--- src/hdl/pss_pkg.sv ---
// pss_pkg: shared constants for the playlist shuffle sequencer.
// Mode codes, config register address, LCG constants, post-rebuild codes and fixed field widths. No dependencies.
package pss_pkg;

    localparam int SONG_W = 10;
    localparam int LEN_W  = 11;
    localparam int SEED_W = 31;

    localparam logic [2:0] MODE_LOAD    = 3'd0;
    localparam logic [2:0] MODE_NEXT    = 3'd1;
    localparam logic [2:0] MODE_PREV    = 3'd2;
    localparam logic [2:0] MODE_SELECT  = 3'd3;
    localparam logic [2:0] MODE_SHUFFLE = 3'd4;

    // config register byte address
    localparam logic [2:0] REG_LIST_LENGTH = 3'd0;

    localparam logic [SEED_W-1:0] LCG_MUL = 31'd1103515245;
    localparam logic [SEED_W-1:0] LCG_INC = 31'd12345;

    // what follows a rebuild of the order
    localparam logic [1:0] POST_NONE = 2'd0;
    localparam logic [1:0] POST_SWAP = 2'd1;
    localparam logic [1:0] POST_CUR  = 2'd2;

endpackage

--- src/hdl/pss_divmod.sv ---
// pss_divmod: iterative restoring remainder unit, one quotient bit per cycle.
// Depends on pss_pkg for the seed width.
module pss_divmod #(
    parameter int DW = 11,
    parameter int RW = 10
) (
    input  logic                      clk,
    input  logic                      rst_n,
    input  logic                      start,
    input  logic [pss_pkg::SEED_W-1:0] dividend,
    input  logic [DW-1:0]             divisor,
    output logic                      done,
    output logic [RW-1:0]             remainder
);
    import pss_pkg::*;

    logic                busy_reg, busy_next;
    logic                done_reg, done_next;
    logic [4:0]          cnt_reg, cnt_next;
    logic [SEED_W-1:0]   dvd_reg, dvd_next;
    logic [DW-1:0]       div_reg, div_next;
    logic [DW-1:0]       rem_reg, rem_next;
    logic [DW:0]         shifted;

    always_comb
    begin
        busy_next = busy_reg;
        done_next = 1'b0;
        cnt_next  = cnt_reg;
        dvd_next  = dvd_reg;
        div_next  = div_reg;
        rem_next  = rem_reg;
        shifted   = {rem_reg, dvd_reg[SEED_W-1]};
        if (start)
        begin
            busy_next = 1'b1;
            cnt_next  = 5'(SEED_W);
            dvd_next  = dividend;
            div_next  = divisor;
            rem_next  = '0;
        end
        else if (busy_reg)
        begin
            if (shifted >= {1'b0, div_reg})
                rem_next = DW'(shifted - {1'b0, div_reg});
            else
                rem_next = DW'(shifted);
            dvd_next = {dvd_reg[SEED_W-2:0], 1'b0};
            cnt_next = cnt_reg - 5'd1;
            if (cnt_reg == 5'd1)
            begin
                busy_next = 1'b0;
                done_next = 1'b1;
            end
        end
    end

    always_ff @(posedge clk or negedge rst_n)
    begin
        if (!rst_n)
        begin
            busy_reg <= 1'b0;
            done_reg <= 1'b0;
        end
        else
        begin
            busy_reg <= busy_next;
            done_reg <= done_next;
        end
    end

    always_ff @(posedge clk)
    begin
        cnt_reg <= cnt_next;
        dvd_reg <= dvd_next;
        div_reg <= div_next;
        rem_reg <= rem_next;
    end

    assign done      = done_reg;
    assign remainder = RW'(rem_reg);

endmodule

--- config.mk ---
export PLATFORM = sky130hd
export DESIGN_NAME = pss_divmod
export DESIGN_NICKNAME = d
export VERILOG_FILES = /design/src/hdl/pss_pkg.sv /design/src/hdl/pss_divmod.sv
export SDC_FILE = /design/constraint.sdc
export NUM_CORES = 1
export LEC_CHECK = 0
export BUFFER_PORTS_ARGS = -buffer_cell sky130_fd_sc_hd__buf_2
export CAP_MARGIN = 10
export CORE_ASPECT_RATIO = 2
export CORE_MARGIN = 1
export CORE_UTILIZATION = 62
export CTS_BUF_LIST = sky130_fd_sc_hd__clkbuf_8
export DETAILED_ROUTE_END_ITERATION = 10
export HOLD_SLACK_MARGIN = 0.1
export PLACE_DENSITY = 0.95
export SLEW_MARGIN = 20
export SYNTH_ARGS = -nofsm -noshare
export SYNTH_HDL_FRONTEND = slang
export SYNTH_SLANG_ARGS = --single-unit
--- constraint.sdc ---
create_clock -name clk -period 4.9 [get_ports clk]
set_input_delay 0.245 -clock clk [delete_from_list [all_inputs] [get_ports clk]]
set_output_delay 0.245 -clock clk [all_outputs]
set_load 0.01 [all_outputs]
==> results.yml <==
run_status:
  status: "completed"
grt:
  grt_max_degree: 54
  grtUsageTotal_pct: 30.3
  grt_pass1_vias: 2319
  antenna_found_initial: 0
  globalRouteMet2Util_pct: 52.9
  grt_pass1_wl_mm: 10.9
  busiest_layer: "met2"
  overflow: 0
  grtUsageMet3_pct: 7.66
  grt_util_met1_pct: 30.2
setup_path:
  path_cells: "inv_1, ha_1, fa_1, nand2b_2, o2bb2ai_2, a211o_1, nand2_1, mux2_2, a22o_1"
  cp.required_ns: 5.13
  cp_slowest_cell: "fa_1"
  reg2reg_slack_ns: 2.25
  cp.arrival_ns: 2.88
  cp_slowest_stage_delay_ns: 0.40
  critical_path_class: "flop to flop"
  cp_max_fo: 8
  cp-end-kind: "flop"
  crit_path_start_kind: "flop"
timing:
  finalSetupViolations: 0
  hold_ws_ns: 0.203
  final.min_clock_period_ns: 2.65
  finalHoldViolCount: 0
  tns_ns: 0
  worst_pin_slew_ns: 1.10
  relSlewSlack_pct: 26.3
  clock.fmax_mhz: 377
  skew_ns: 0.00612
  post-route-period-util_pct: 54.1
  slew_viol_final: 0
  rsz0062_at_grt: "no"
job:
  cap_violations: 0
cts:
  cts_root_buf: "clkbuf_8"
  clkTransAtPathRegs_ns: 0.07
  cts_buffers: 9
  insertion_delay_ns: 0.34
  cts.sinks: 60
  cts_tree: "built"
  htreeDepth: 3
  cts_buffer_depth: 2
logic_synthesis:
  synth-edff-count: 42
  syn_avg_cell_area_um2: 12.0
  synth_area_um2: 3050
  synth_cell_types: 48
  synthesis.nets: 314
  synthArstFlopShare_pct: 3.33
  synth_cells: 255
  ys.flop_type: "edfxtp_1"
  ys_warn_count: 0
  synth_seq_area_share_pct: 53.4
  synth_seq_cells: 60
floorplanning:
  die_w_um: 51.6
  dieHeight_um: 101
  rows: 35
  start_util_pct: 65.2
  ios: 56
  die_area_um2: 5230
  coreArea_um2: 4690
final_layout:
  largest_reg_flops: 31
  syn2layout_area_growth_pct: 17.9
  fin_nets: 375
  finish.utilization_pct: 76.8
  regArea_um2: 1630
  final_cell_mix: "buf_2, edfxtp_1, mux2_2, inv_1, dfxtp_1"
  multiInputGateArea_um2: 1250
  fillers: 270
  final_common_cell: "buf_2"
  drive_gt1_share_pct: 33.6
  n_antenna_cell: 0
detailed_routing:
  vias: 2225
  vias_per_cell: 5.92
  finalWirelength_mm: 7.05
  drcViolationCount: 0
  dr.first_iter.drc_count: 71
  wl_per_cell_um: 18.8
  antenna_left: 0
  drt_first_pass_iters: 4
power_and_ir_drop:
  p_comb_share_pct: 34.7
  finalPower_mw: 1.72
  cellPowerDensity_nw_per_um2: 479
  sequentialPowerShare_pct: 40.1
  p_sw_share_pct: 34.4
  power.switching_mw: 0.593
  ir_drop_v: 0.000398
  internal-power_mw: 1.13
  p_leak_nw: 1.56
  clockPowerShare_pct: 25.2
hold_path:
  hp-class: "input port to flop"
placed_design:
  place.gp.congestion: 0.904
  post-dp-hpwl_mm: 4.66
  port_buffers: 55
-- synth_stat cells, drive strengths merged, types with 2 or more instances --
| cell | n | area share, % |
|---|---|---|
| a211oi | 3 | 0.90 |
| a21o | 3 | 0.74 |
| a21oi | 13 | 2.1 |
| a22o | 3 | 0.86 |
| and2 | 2 | 0.49 |
| buf | 14 | 3.2 |
| clkbuf | 3 | 0.37 |
| dfrtp | 2 | 1.6 |
| dfxtp | 16 | 10 |
| edfxtp | 42 | 41 |
| ha | 13 | 5.3 |
| inv | 18 | 2.2 |
| mux2 | 32 | 12 |
| nand2 | 13 | 1.6 |
| nand2b | 8 | 1.7 |
| nand4 | 2 | 0.41 |
| nor2 | 14 | 1.7 |
| nor2b | 2 | 0.41 |
| nor3 | 5 | 0.98 |
| o21a | 4 | 0.98 |
| o21ai | 15 | 2.5 |
| or3 | 2 | 0.41 |
| xnor2 | 6 | 1.7 |
| xor2 | 2 | 0.57 |
-- routing by layer --
metal | routed length (µm) | vias to the layer above
met4 | 426 | 0
met5 | 0 | -
met2 | 3820 | 97
met3 | 283 | 33
li1 | - | 1044
met1 | 2520 | 1051
-- through the flow --
stage	instance area [µm²]	setup WS [ns]	std cells
after global placement	3290	2.23	348
after detailed placement	3290	2.14	348
after floorplan	3050	2.41	255
after CTS	3600	2.25	376
final	3600	2.25	376
after global routing	3600	2.13	376
-- what timing repair did --
action                                 CTS  global route
endpoints found under the hold margin   13             0
setup endpoints to repair                0             0
buffers inserted                         0             0
hold buffers                            12             0
resized for setup                        0             0
-- final timing paths --
path | startpoint | to | cells past startpoint
setup reg to reg | dvd_reg[30]$_DFFE_PP_ | rem_reg[4]$_SDFFE_PP0P_ | 9
min in group asynchronous | rst_n | done$_DFF_PN0_ | 2
setup / recovery | dvd_reg[30]$_DFFE_PP_ | rem_reg[4]$_SDFFE_PP0P_ | 9
hold / removal | dividend[6] | dvd_reg[6]$_DFFE_PP_ | 2
hold reg to reg | cnt_reg[4]$_SDFFE_PP1P_ | cnt_reg[4]$_SDFFE_PP1P_ | 2
max in group asynchronous | rst_n | busy_reg$_DFF_PN0_ | 2
-- kinds of logic after synthesis --
logic type | Yosys count | synth area share [%]
muxes | 33 | 12.1
adders and majority gates | 14 | 5.98
xor gates and xnor gates | 8 | 2.29
buffers and inverters | 35 | 5.78
and+or+nand+nor | 54 | 9.22
AOI/OAI and AO/OA | 51 | 11.2
DFF | 60 | 53.4
-- power by group through the flow --
stage | clock network, mW | logic [mW] | registers, mW
after floorplan | 0 | 0.474 | 0.666
after global placement | 0 | 0.545 | 0.695
after detailed placement | 0 | 0.566 | 0.698
after CTS | 0.436 | 0.585 | 0.689
after global routing | 0.459 | 0.640 | 0.696
final | 0.435 | 0.598 | 0.690
-- critical path, delay by kind of cell, from the launching register on --
family,cells,cell delay (ns)
mux,1,0.37
simple gates,2,0.44
flops,1,0.35
compound gates,3,0.70
fa+ha+maj,2,0.61
buf+inv,1,0.05
-- layout make-up --
cell class | instances | area share [%]
flip-flops and latches | 60 | 45.3
multi-input cells | 160 | 34.6
repair buffers | 67 | 11.0
clock buffers | 10 | 3.82
well taps | 55 | 1.91
inverters | 18 | 1.88
clock inverters | 6 | 1.49
Power figures use the tool's default switching activity.
